===== src/rtl/bfr_pkg.sv =====
// Shared types and constants for the flood replication engine.
package bfr_pkg;

    // Transaction kinds on the input channel.
    typedef enum logic [1:0] {
        KIND_PACKET    = 2'd0,
        KIND_WR_IFACE  = 2'd1,
        KIND_WR_MEMBER = 2'd2,
        KIND_WR_BRIDGE = 2'd3
    } kind_t;

    // Output edge codes; the interface type code maps onto them one to one.
    typedef enum logic [1:0] {
        EDGE_PORT   = 2'd0,
        EDGE_BOND   = 2'd1,
        EDGE_BRIDGE = 2'd2,
        EDGE_DROP   = 2'd3
    } edge_t;

    localparam int IFW          = 6;
    localparam int PORTW        = 16;
    localparam int DOMW         = 4;
    localparam int CIW          = 6;
    localparam int RESULT_LIMIT = 64;

    typedef struct packed {
        kind_t             kind;
        logic [IFW-1:0]    iface_id;
        logic              iface_valid;
        logic              iface_up;
        logic [1:0]        iface_type;
        logic [PORTW-1:0]  iface_port;
        logic [DOMW-1:0]   iface_domain;
        logic [DOMW-1:0]   bridge_sel;
        logic [5:0]        member_slot;
        logic [IFW-1:0]    member_iface;
        logic              bridge_valid;
        logic [6:0]        member_count;
    } in_item_t;

    typedef struct packed {
        logic [IFW-1:0]    dest_iface;
        edge_t             next_edge;
        logic [PORTW-1:0]  out_port;
        logic              is_copy;
        logic [CIW-1:0]    copy_index;
        logic [DOMW-1:0]   domain_out;
        logic              last;
    } out_item_t;

    typedef struct packed {
        logic              valid;
        logic              up;
        logic [1:0]        if_type;
        logic [PORTW-1:0]  port;
        logic [DOMW-1:0]   domain;
    } iface_entry_t;

    // Commands from the controller to the datapath.
    typedef struct packed {
        logic clear;
        logic accept;
        logic hdr_read;
        logic walk_start;
        logic mem_step;
        logic take;
        logic finish;
    } ctrl_cmd_t;

    // Status from the datapath to the controller.
    typedef struct packed {
        logic clear_done;
        logic bridge_ok;
        logic more;
        logic qualify;
        logic pend_valid;
        logic out_free;
        logic limit;
    } dp_status_t;

endpackage


===== src/rtl/bfr_ctrl.sv =====
// Sequencing state machine of the flood replication engine.
module bfr_ctrl (
    input  logic                aclk,
    input  logic                aresetn,
    input  logic                s_valid,
    input  bfr_pkg::kind_t      s_kind,
    output logic                s_ready,
    input  bfr_pkg::dp_status_t status,
    output bfr_pkg::ctrl_cmd_t  cmd
);
    import bfr_pkg::*;

    typedef enum logic [6:0] {
        ST_CLEAR  = 7'b0000001,
        ST_IDLE   = 7'b0000010,
        ST_SRC    = 7'b0000100,
        ST_HDR    = 7'b0001000,
        ST_WMEM   = 7'b0010000,
        ST_WIFC   = 7'b0100000,
        ST_FINISH = 7'b1000000
    } state_t;

    state_t state_reg;
    state_t state_next;

    always_ff @(posedge aclk) begin
        if (!aresetn) begin
            state_reg <= ST_CLEAR;
        end else begin
            state_reg <= state_next;
        end
    end

    always_comb begin
        cmd        = '0;
        s_ready    = 1'b0;
        state_next = state_reg;
        unique case (state_reg)
            ST_CLEAR: begin
                cmd.clear = 1'b1;
                if (status.clear_done) begin
                    state_next = ST_IDLE;
                end
            end
            ST_IDLE: begin
                s_ready    = 1'b1;
                cmd.accept = s_valid;
                if (s_valid && s_kind == KIND_PACKET) begin
                    state_next = ST_SRC;
                end
            end
            ST_SRC: begin
                cmd.hdr_read = 1'b1;
                state_next   = ST_HDR;
            end
            ST_HDR: begin
                if (status.bridge_ok) begin
                    cmd.walk_start = 1'b1;
                    state_next     = ST_WMEM;
                end else begin
                    state_next = ST_FINISH;
                end
            end
            ST_WMEM: begin
                cmd.mem_step = 1'b1;
                state_next   = ST_WIFC;
            end
            ST_WIFC: begin
                if (!status.qualify) begin
                    state_next = status.more ? ST_WMEM : ST_FINISH;
                end else if (!status.pend_valid || status.out_free) begin
                    cmd.take = 1'b1;
                    if (status.limit || !status.more) begin
                        state_next = ST_FINISH;
                    end else begin
                        state_next = ST_WMEM;
                    end
                end
            end
            ST_FINISH: begin
                if (status.out_free) begin
                    cmd.finish = 1'b1;
                    state_next = ST_IDLE;
                end
            end
            default: begin
                state_next = ST_CLEAR;
            end
        endcase
    end

endmodule


===== config.mk =====
export PLATFORM = sky130hd
export DESIGN_NAME = bfr_ctrl
export DESIGN_NICKNAME = d
export VERILOG_FILES = /design/src/rtl/bfr_pkg.sv /design/src/rtl/bfr_ctrl.sv
export SDC_FILE = /design/constraint.sdc
export NUM_CORES = 1
export LEC_CHECK = 0
export ABC_AREA = 1
export BUFFER_PORTS_ARGS = -buffer_cell sky130_fd_sc_hd__buf_2
export CELL_PAD_IN_SITES_DETAIL_PLACEMENT = 0
export CELL_PAD_IN_SITES_GLOBAL_PLACEMENT = 2
export CORE_UTILIZATION = 24
export DETAILED_ROUTE_END_ITERATION = 10
export PLACE_DENSITY = 0.81
export SYNTH_ARGS = -nofsm -noshare
export SYNTH_HDL_FRONTEND = slang
export SYNTH_SLANG_ARGS = --single-unit

===== constraint.sdc =====
create_clock -name aclk -period 2.9 [get_ports aclk]
set_input_delay 0.58 -clock aclk [delete_from_list [all_inputs] [get_ports aclk]]
set_output_delay 0.58 -clock aclk [all_outputs]
set_load 0.02 [all_outputs]

==> results.txt, run 1 <==
The total DRC errors in the routed layout came out at 0. In this run, synthesis inferred 0 flip-flops with an integrated enable. The worst setup slack for register-to-register paths came out at 1700 ps. The initial core utilization is 0.2618. At the worst endpoint, the arrival time is 1360 ps.

The count of final hold-check violations was 0. The worst register-to-register path ends at state_reg[1]. The synthesis-stage register bit count is 7. Entering global routing, the biggest net connects 9 pins.

The combinational power share is 0.496. The floorplan step defined a die boundary enclosing 2397 um2. The smallest clock period supported by the final layout is computed as 1936 ps.

Setup repair after global routing left no endpoint under its margin. The net count of the mapped netlist is 97. The area of the multi-input gates is 314.1 um2. Registers take 140.1 um2. The width of the die is 48.96 um. In this run the count of I/O pins placed on the die edge is 20. Global routing finished with a remaining overflow of 0. The antenna cell count came out at 0. By startpoint and endpoint, the worst setup path is classified as flop to primary output. Clock-pin slew was measured on the worst setup and hold paths at 50 ps. The TritonCTS sink count came out at 7. The total clock buffers created by CTS came out at 3. Of the synthesized area, sequential elements account for 0.2648. For this run, the detailed router's first-pass iteration total came to 4. TritonCTS built the clock tree. The tool flagged a number of max-cap violations equal to 0.

The core area came out at 2022 um2. The top fanout value on the critical path is 8. The worst setup path is captured at a primary output. The signal on the critical path passes through inv_1, nand2_2, nor2_4, nand2_1, nor2_1, buf_2. The buffer levels on the longest clock path came out at 2. The most frequently used cell type in the post-synthesis netlist is sky130_fd_sc_hd__nand2_1. The initial antenna violation count is 0. At the pin with the least slew margin, the transition time is 253.0 ps. The total wirelength of the detailed-routed design came out at 1289 um. The number of global-route vias before repair is 514.

The DRC marker count from the first detailed-route iteration is 10. The net count reported at finish is 121. The net switching component of the power is 0.1882 mW. Relative to the synthesized area, the layout overhead comes to 29.31%. The post-synth design cell area is 529.3 um2. In the synthesized netlist the dominant register cell turns out to be sky130_fd_sc_hd__dfxtp_1. Buffers added to address setup during post-CTS repair amount to 0.

The startpoint identified for the worst hold timing path is state_reg[1]. The count of hold-fix buffers inserted at cts is 0. In the final layout, the share of cells above drive strength 1 is 0.3981. The total power per unit cell area came out at 617.3 nW/um2. Internal power comes to 0.2343 mW. The floorplan has 16 rows.

The flip-flop count of the largest register after layout came out at 7. After clock tree synthesis, the repair step resized 0 gates. The number of max-slew violations in the final report came to 0. The share of total power dissipated in the clock network is 0.215. The analysis attributes to cell leakage a power of 0.4060 nW. The clock network latency to the later pin of the worst-skew pair is 260 ps. In this run the number of H-tree levels came out at 1.

In the finished design, the share of the clock period the worst path needs comes to 0.6675. After synthesis, the netlist uses 17 different library cells. The setup skew after layout came out at 0.6585 ps.

The slowest stage of the critical path belongs to the cell sky130_fd_sc_hd__dfxtp_1. Setup violations remaining at the end of the flow were counted as 0. The half-perimeter wire length after placement came out at 1055 um. The worst hold path belongs to the class flop to flop.

Across all layers, the routed design uses 550 vias. The synthesized instance count came out at 85. The part of the power in registers came out at 0.289.

The path with the worst hold slack has its endpoint at state_reg[1]. In the post-synthesis netlist, the biggest area contributors are sky130_fd_sc_hd__dfxtp_1 (26%), sky130_fd_sc_hd__nand2_1 (13%), sky130_fd_sc_hd__inv_1 (9.9%). The depth of the worst register-to-register path came out at 8. The peak per-stage delay on the critical path came out at 300 ps. The total power draw is 0.4225 mW. In this run the tightest slew margin relative to its limit is 0.8307. Across every metal layer, demand over resource in global routing totals 0.1260. The post-detailed-route count of antenna-violating nets is 0. By count the netlist is led by sky130_fd_sc_hd__nand2_1 (19), sky130_fd_sc_hd__inv_1 (14), sky130_fd_sc_hd__nor2_1 (11). The worst setup path is launched from a flop.

The worst hold path was traced through 2 stages. The wire length of the first global-routing pass came out at 2214 um. Counting flops with an async set or reset pin after synthesis yields a share of 0. In the final routed layout, each cell accounts on average for 9.548 um. The final-layout setup total negative slack is 0 ps. The height of the chip came out at 48.96 um. Summed over all instances, the cell type with the most area after synthesis is sky130_fd_sc_hd__dfxtp_1. The filler cell count in the final layout came out at 234.

The worst flop-to-flop path startpoint is state_reg[5]. The maximum resistive drop on vdd is 252.1 uV. The flow ran to the end, and the final reports show no timing, DRC or antenna violations.

The critical path required time is 2320 ps. The mean number of vias per cell is 4.074. Static timing analysis puts the maximum clock frequency at 516.6 MHz. The count of synthesis-stage warnings from yosys came out at 0. Clock tree synthesis selected as its root buffer the cell sky130_fd_sc_hd__clkbuf_4. At the end of routability-driven placement, the weighted congestion stood at 0.7852.

The post-synthesis average cell area is 6.227 um2. Of the post-synthesis cell area, the dominant cell type holds 0.2648. The switching share of total power is 0.4455. Port buffering added 19 buffers.
how the worst max path moves through the flow:
stage              to  slack, ps         start  depth (start not counted)
3_5_place_dp   cmd[5]       1240  state_reg[5]                          6
4_1_cts        cmd[5]        950  state_reg[5]                          6
5_1_grt        cmd[5]        820  state_reg[5]                          6
3_3_place_gp   cmd[5]       1240  state_reg[5]                          6
2_1_floorplan  cmd[1]       1310     status[1]                          4
6_report       cmd[5]        960  state_reg[5]                          6
cells in the final DEF, fill, tap and decap left out:
cell	instances
sky130_fd_sc_hd__o21bai_1	1
sky130_fd_sc_hd__nand2_4	1
sky130_fd_sc_hd__nand3_2	3
sky130_fd_sc_hd__inv_2	6
sky130_fd_sc_hd__nand3b_1	1
sky130_fd_sc_hd__nand4_1	2
sky130_fd_sc_hd__nand2_1	19
sky130_fd_sc_hd__o21ai_1	1
sky130_fd_sc_hd__inv_1	14
sky130_fd_sc_hd__nor2_4	3
sky130_fd_sc_hd__a21oi_1	2
sky130_fd_sc_hd__buf_2	19
sky130_fd_sc_hd__nor2_2	2
sky130_fd_sc_hd__clkbuf_1	1
sky130_fd_sc_hd__nor2_1	11
sky130_fd_sc_hd__clkbuf_4	3
sky130_fd_sc_hd__nand2_2	5
sky130_fd_sc_hd__dfxtp_1	7
sky130_fd_sc_hd__nor3_2	1
sky130_fd_sc_hd__nand3_1	6
logic make-up after synthesis:
| kind of cell | after synthesis | share of synthesized area |
|---|---|---|
| DFF | 7 | 0.2648 |
| AOI/OAI and AO/OA | 4 | 0.04255 |
| buffers and inverters | 20 | 0.1418 |
| and+or+nand+nor | 54 | 0.5508 |
through the flow:
stage / utilization / worst slack (ps) / area, um2 / hold slack, ps / cells
finish: 0.3385 / 964.4 / 684.4 / 523.6 / 135
CTS: 0.3385 / 951.7 / 684.4 / 525.8 / 135
global placement: 0.3255 / 1241 / 658.1 / 508.8 / 131
detailed placement: 0.3255 / 1240 / 658.1 / 512.1 / 131
floorplan: - / 1312 / 529.3 / 487.6 / 85
global route: 0.3385 / 824.5 / 684.4 / 576.6 / 135
critical path, delay by kind of cell (launching register included):
kind | cells | cell delay (ps)
and+or+nand+nor | 4 | 540
buffers and inverters | 2 | 250
DFF | 1 | 300
final cells by class:
class	count	share of cell area
inverters	20	0.1097
flip-flops and latches	7	0.2048
repair buffers	19	0.1389
well taps	27	0.04936
multi-input cells	58	0.4589
clock buffers	4	0.03839
power by group through the flow:
stage	clock, mW	combinational [mW]	sequential [mW]
after CTS	0.0941	0.211	0.122
after detailed placement	0	0.210	0.124
final	0.0907	0.210	0.122
after floorplan	0	0.161	0.122
after global placement	0	0.214	0.123
after global routing	0.101	0.235	0.125
per-layer routing:
metal	global-route usage	routed length, um
met4	0.08824	33
met3	0.04050	44
met2	0.1968	558
met1	0.1445	653
met5	0	0
Power figures use the tool's default switching activity.
==> inputs of run 2 (changes only) <==
ABC_AREA = 0   (was 1)
PLACE_DENSITY = 0.77   (was 0.81)
clock period = 2 ns   (was 2.9 ns; I/O delays follow)
==> results.txt, run 2 <==
Status: completed (unchanged). The highest attainable clock frequency is 510.1 MHz. The number of maximum-capacitance constraint violations is 0 (unchanged).

The CTS tree is yes (unchanged). The overall global routing resource usage is 0.1384 (was 0.1260). Top cells by count, synth: sky130_fd_sc_hd__dfxtp_1 (7), sky130_fd_sc_hd__nor2_1 (7), sky130_fd_sc_hd__inv_1 (6), sky130_fd_sc_hd__nand2_1 (6) (was sky130_fd_sc_hd__nand2_1 (19), sky130_fd_sc_hd__inv_1 (14), sky130_fd_sc_hd__nor2_1 (11)). The top fanout value on the critical path is 6 (was 8).

The number of global-route vias before repair is 494 (was 514). The total die area is 2332 um2 (was 2397 um2). The mean number of vias per cell came to 4.726 (was 4.074).

The buffer levels on the longest clock path is 2 (unchanged). The width of the die is 48.29 um (was 48.96 um). The number of I/O pins came out at 20 (unchanged). The final routed wire length divided by cell count came to 11.58 um (was 9.548 um). The category of the most critical setup path is flop to primary output (unchanged).

The shortest clock period the worst path allows after layout came out at 1960 ps. The clock network latency to the later pin of the worst-skew pair is 260 ps (about the same). The kind of end point of the critical path is a primary output (unchanged). The depth of the worst register-to-register path was 5 (was 8). The final weighted congestion in routability-driven placement is 0.8340 (was 0.7852). The most frequently used flop master after synthesis is sky130_fd_sc_hd__dfxtp_1 (unchanged). The synthesis-stage register bit count came out at 7 (unchanged). The termination of the worst setup path was cmd[5] (unchanged).

The total number of H-tree levels came out at 1 (unchanged). The worst flop-to-flop path startpoint was state_reg[4] (was state_reg[5]). The transition time of the tightest slew-check pin came to 332.6 ps (was 253.0 ps). The TritonCTS sink count is 7 (unchanged). The count of port buffers added during placement came out at 19 (unchanged).

The setup skew after layout was 9.581 ps (was 0.6585 ps). The critical path required time came out at 1600 ps (was 2320 ps). The count of synthesis-stage warnings from yosys is 0 (unchanged).

The worst hold-check path type is input pin to flop (was flop to flop). The number of max-slew violations in the final report is 0 (unchanged). The area share of the leading cell type in the synthesized netlist came out at 0.2725 (was 0.2648). The height of the chip is 48.29 um (was 48.96 um). The register area share after synthesis was 0.2725 (was 0.2648). Setup repair after global routing missed its margin: yes (was no).

The synthesis-to-layout area growth is 44.77% (was 29.31%). The net count reported at finish was 110 (was 121). The first-pass iteration count of the detailed router is 4 (unchanged). The floorplan row count came out at 16 (unchanged). The worst setup slack for register-to-register paths came out at 90 ps (was 1700 ps). The initial antenna violation count is 0 (unchanged).

The total of endpoints with negative setup slack in the final report came out at 0 (unchanged). The leading cell type in the layout, fill and taps excluded is sky130_fd_sc_hd__buf_2. The post-place setup slack came out at 207.4 ps (was 1240 ps). The net count of the mapped netlist came out at 81 (was 97). The count of hold-fix buffers inserted at cts was 0 (unchanged).

The filler cell count in the final layout is 208 (was 234). The number of enable flip-flop cells after synthesis is 0 (unchanged). The worst setup path startpoint is state_reg[4] (was state_reg[5]).

The total wirelength of the detailed-routed design is 1436 um (was 1289 um). The total clock buffers created by CTS is 3 (unchanged). The distinct cell type count after synthesis came to 32 (was 17). The wire length of the first global-routing pass came out at 2139 um (was 2214 um).

The leakage power total is 0.3667 nW (was 0.4060 nW). The maximum resistive drop on vdd is 525.4 uV (was 252.1 uV). The total via count after detailed routing was 586 (was 550). Top library cells by usage in the layout, fill and taps aside: sky130_fd_sc_hd__buf_2 (18), sky130_fd_sc_hd__buf_4 (9) (was sky130_fd_sc_hd__nand2_1 (19), sky130_fd_sc_hd__buf_2 (19), sky130_fd_sc_hd__inv_1 (14)). The largest net degree at the start of global routing is 9 (unchanged). The leading area contributor after synthesis is sky130_fd_sc_hd__dfxtp_1 (unchanged). The share of the core filled with cells in the final layout came out at 0.3756 (was 0.3385). The count of final hold-check violations is 0 (unchanged). The core area is 1982 um2 (was 2022 um2).

The post-synthesis average cell area is 7.453 um2 (was 6.227 um2). The initial core utilization came out at 0.2595 (was 0.2618). The remaining max-slew budget at the tightest pin is 0.7777 (was 0.8307).

Leading cell types by total area after synthesis: sky130_fd_sc_hd__dfxtp_1 (27%), sky130_fd_sc_hd__nor2_1 (5.1%), sky130_fd_sc_hd__o311ai_4 (5.1%) (was sky130_fd_sc_hd__dfxtp_1 (26%), sky130_fd_sc_hd__nand2_1 (13%), sky130_fd_sc_hd__inv_1 (9.9%)). The overall overflow remaining after global route is 0 (unchanged). The flip-flop count of the largest register after layout is 7 (unchanged). The antenna cell count came out at 0 (unchanged). The total DRC errors in the routed layout is 0 (unchanged). The synthesized instance count is 69 (was 85). The async set-reset flop share out of synthesis is 0 (unchanged).

The total power per unit cell area was 1058 nW/um2 (was 617.3 nW/um2). Dividing the final minimum period by the clock period gives 0.9802. The setup slack of the critical path after layout is 39.51 ps (was 964.4 ps). The clock edge transition at the registers on the reported setup and hold paths came out at 60 ps (was 50 ps). The destination of the worst register-to-register timing path was state_reg[0] (was state_reg[1]). The half-perimeter wire length after placement is 1188 um (was 1055 um).

The data arrival time of the critical path is 1560 ps (was 1360 ps). The post-detailed-route count of antenna-violating nets is 0 (unchanged). The kind of launch point of the worst setup path was a flop (unchanged). The proportion of layout cells with a drive suffix above 1 is 0.4124 (was 0.3981). The DRC marker count from the first detailed-route iteration came out at 12 (was 10). The cell at the root of the clock tree is sky130_fd_sc_hd__clkbuf_4 (unchanged). The post-synth design cell area is 514.2 um2 (was 529.3 um2).
-- run 2: changes by cell type in the layout (fill, tap and decap cells not counted), sizes merged, moves of 2 or more --
cell   change
nor3b      +2
nor2       -9
or2        +2
nand3      -4
o21ai      +2
a31oi      +2
xor2       +2
nand2     -19
inv       -14
buf        +8
nor3       +4
nor2b      +2
-- run 2: timing repair --
action,in CTS,in global routing
pin swaps,1,0
resized for setup,1,6
endpoints found under the hold margin,0,0
setup endpoints to repair,2,4
setup buffers,1,0
-- run 2: through the flow --
step | TNS, ps | power (mW) | hold WS, ps | std cells | area (um2)
after floorplan | 0 | 0.4965 | 511.9 | 69 | 514.2
after CTS | 0 | 0.7817 | 375.0 | 124 | 724.4
after detailed placement | 0 | 0.6450 | 512.7 | 119 | 684.4
final | 0 | 0.7874 | 369.9 | 124 | 744.5
after global placement | 0 | 0.6516 | 504.7 | 119 | 684.4
after global routing | -10.35 | 0.8444 | 377.5 | 124 | 744.5
-- run 2: cell type report --
class	count	area (um2)	area share
tap	27	33.78	0.04538
sequential	7	143.9	0.1933
multi-input combinational	53	360.3	0.4840
inverter	6	22.52	0.03025
timing repair buffer	27	157.7	0.2118
clock buffer	4	26.28	0.03529
-- run 2: report_power, final --
group / leakage [nW] / switching [mW] / internal, mW
clock network: 0.0150 / 0.0557 / 0.0764
registers: 0.0578 / 0.0374 / 0.165
logic: 0.294 / 0.244 / 0.209
-- run 2: how the worst min path moves through the flow --
| stage | cells after the start | slack, ps | from | end |
|---|---|---|---|---|
| 4_1_cts | 2 | 380 | status[6] | state_reg[0] |
| 6_report | 2 | 370 | status[6] | state_reg[0] |
| 3_5_place_dp | 2 | 510 | state_reg[1] | state_reg[1] |
| 5_1_grt | 2 | 380 | status[6] | state_reg[0] |
| 2_1_floorplan | 1 | 510 | status[6] | state_reg[0] |
| 3_3_place_gp | 2 | 500 | state_reg[1] | state_reg[1] |
-- run 2: worst max-delay path, cell delays in order, from the launching register on --
cell,delay (ps)
sky130_fd_sc_hd__dfxtp_4,370
sky130_fd_sc_hd__or4_4,550
sky130_fd_sc_hd__nor2_2,130
sky130_fd_sc_hd__and2_1,130
sky130_fd_sc_hd__buf_4,130
-- run 2: cells by family after synthesis --
logic type	Yosys count	share of synthesized area
flip-flops	7	0.2725
AO/OA/AOI/OAI	12	0.1971
AND/OR/NAND/NOR	38	0.4137
XOR/XNOR	3	0.05110
buffers and inverters	9	0.06569
-- run 2: per-layer routing --
metal,track usage,routed length (um)
met1,0.1889,705
met2,0.2027,655
met3,0.02222,53
met4,0.08333,21
met5,0,0
==> inputs of run 3 (changes only) <==
==> constraint.sdc (replaced) <==
create_clock -name aclk -period 2 [get_ports aclk]
set_input_delay 0.4 -clock aclk [delete_from_list [all_inputs] [get_ports aclk]]
set_output_delay 0.4 -clock aclk [all_outputs]
set_load 0.005 [all_outputs]
==> results.txt, run 3 (synthesis results as in run 2) <==
The antenna cell count came to 0 (unchanged). The total via count after detailed routing is 577 (was 586). The total wirelength of the detailed-routed design was 1418 um (was 1436 um).

The final weighted congestion in routability-driven placement is 0.7851 (was 0.8340). The clock edge transition at the registers on the reported setup and hold paths is 60 ps (about the same). The number of max-slew violations in the final report is 0 (unchanged). The category of the most critical setup path is flop to primary output (unchanged). The critical path required time came out at 1600 ps (about the same).

The cell at the root of the clock tree is sky130_fd_sc_hd__clkbuf_4 (unchanged). The kind of launch point of the worst setup path is a flop (unchanged). The final routed wire length divided by cell count came out at 11.53 um (was 11.58 um). The remaining max-slew budget at the tightest pin is 0.7602 (was 0.7777). The number of global-route vias before repair came out at 462 (was 494). The leading cell type in the layout, fill and taps excluded is sky130_fd_sc_hd__buf_2 (unchanged). The total DRC errors in the routed layout is 0 (unchanged).

The buffer levels on the longest clock path is 2 (unchanged). The mean number of vias per cell came out at 4.691 (was 4.726). The flip-flop count of the largest register after layout came out at 7 (unchanged). The worst setup slack for register-to-register paths is 110 ps (was 90 ps).

The initial core utilization is 0.2595 (unchanged). The total die area is 2332 um2 (unchanged). The setup skew after layout is 4.473 ps (was 9.581 ps). Top library cells by usage in the layout, fill and taps aside: sky130_fd_sc_hd__buf_2 (19), sky130_fd_sc_hd__buf_4 (7) (was sky130_fd_sc_hd__buf_2 (18), sky130_fd_sc_hd__buf_4 (9)). The area of all sequential standard cells was 141.4 um2 (was 143.9 um2). The width of the die came to 48.29 um (unchanged). The final-layout setup total negative slack is 0 ps (unchanged). The area of the multi-input gates is 377.9 um2 (was 360.3 um2). Status: completed (unchanged).

The number of maximum-capacitance constraint violations is 0 (unchanged). The kind of end point of the critical path is a primary output (unchanged). The TritonCTS sink count is 7 (unchanged).

The overall overflow remaining after global route came to 0 (unchanged). The height of the chip is 48.29 um (unchanged). The initial antenna violation count is 0 (unchanged).

The wire length of the first global-routing pass is 2104 um (was 2139 um). The leakage power total came out at 0.3651 nW (was 0.3667 nW). The DRC marker count from the first detailed-route iteration came out at 6 (was 12). The first-pass iteration count of the detailed router is 4 (unchanged).

The proportion of layout cells with a drive suffix above 1 came out at 0.4167 (was 0.4124). The CTS tree was yes (unchanged). The post-detailed-route count of antenna-violating nets is 0 (unchanged).

The total clock buffers created by CTS came out at 3 (unchanged). The largest net degree at the start of global routing is 8 (was 9). The worst hold-check path type is input pin to flop (unchanged). The clock network latency to the later pin of the worst-skew pair is 260 ps (about the same). The transition time of the tightest slew-check pin is 356.7 ps (was 332.6 ps). The synthesis-to-layout area growth is 45.99% (was 44.77%). The floorplan row count is 16 (unchanged). The core area is 1982 um2 (unchanged). The number of I/O pins came out at 20 (unchanged). The highest attainable clock frequency came out at 517.3 MHz (was 510.1 MHz). The top fanout value on the critical path came out at 6 (unchanged).

The half-perimeter wire length after placement is 1123 um (was 1188 um). The count of hold-fix buffers inserted at cts came to 0 (unchanged). The count of final hold-check violations is 0 (unchanged).

The total number of H-tree levels is 1 (unchanged). The total of endpoints with negative setup slack in the final report is 0 (unchanged). The total power per unit cell area is 1024 nW/um2 (was 1058 nW/um2). The final hold slack is 354.2 ps (was 369.9 ps). The data arrival time of the critical path is 1530 ps (was 1560 ps).

The shortest clock period the worst path allows after layout came to 1933 ps (was 1960 ps). The net count reported at finish was 109 (was 110). The post-route clock period utilization came out at 0.9666 (was 0.9802). The maximum resistive drop on vdd is 536.9 uV (was 525.4 uV). The overall global routing resource usage came out at 0.1354 (was 0.1384). Setup repair after global routing missed its margin: yes (unchanged).

The filler cell count in the final layout was 202 (was 208). The count of port buffers added during placement is 19 (unchanged).
==> run 3: cell types whose count changed in the layout (fill, tap and decap cells not counted) <==
cell                       before  now
sky130_fd_sc_hd__buf_4          9    7
sky130_fd_sc_hd__a31oi_2        1    0
sky130_fd_sc_hd__a31oi_4        0    1
sky130_fd_sc_hd__buf_2         18   19
sky130_fd_sc_hd__clkbuf_1       1    0
sky130_fd_sc_hd__clkinv_2       0    1
sky130_fd_sc_hd__dfxtp_2        0    1
sky130_fd_sc_hd__dfxtp_4        1    0
sky130_fd_sc_hd__nor4b_2        1    0
sky130_fd_sc_hd__nor4b_4        0    1
==> run 3: power breakdown <==
part | switching, mW | internal, mW
Clock | 0.0609 | 0.0735
Combinational | 0.216 | 0.204
Sequential | 0.0486 | 0.166
Total | 0.326 | 0.443
==> run 3: per-layer routing <==
layer	share of wire	up-vias	track usage
li1	-	298	-
met1	0.52	258	0.2044
met2	0.42	17	0.1707
met3	0.038	4	0.02593
met4	0.024	0	0.08333
met5	0	-	0
==> run 3: cell type report <==
type                            instances  area share
Sequential cell                         7      0.1883
Clock buffer                            3     0.03000
Inverter                                6     0.03000
Timing Repair Buffer                   26      0.1967
Tap cell                               27     0.04500
Multi-Input combinational cell         53      0.5033
Clock inverter                          1    0.006667
==> run 3: per-stage QoR <==
stage                     total power, mW  setup slack [ps]  instance area, um2  cells    util
after detailed placement           0.5992             188.6               669.4    117  0.3378
after global placement             0.6075             157.4               669.4    117  0.3378
final                              0.7691             66.77               750.7    123  0.3788
after floorplan                    0.4693             340.8               514.2     69       -
after CTS                          0.7337            -26.40               696.9    121  0.3516
after global routing               0.8370            -29.52               750.7    123  0.3788
==> run 3: what timing repair did <==
item,in CTS,in global routing
setup buffers,0,2
gates resized for setup,0,7
endpoints found under the setup margin,2,5
pin swaps,0,1
cloned,0,0
==> run 3: final timing paths <==
path	start	end	depth (start not counted)
setup / recovery	state_reg[4]	cmd[5]	4
hold / removal	status[6]	state_reg[0]	2
hold reg to reg	state_reg[3]	state_reg[2]	2
setup reg to reg	state_reg[4]	state_reg[2]	6
==> run 3: critical path, cell delays in order, from the launching register on <==
cell and delay, ps:
sky130_fd_sc_hd__dfxtp_2 360, sky130_fd_sc_hd__or4_4 560, sky130_fd_sc_hd__nor2_2 120, sky130_fd_sc_hd__and2_1 120, sky130_fd_sc_hd__buf_2 100
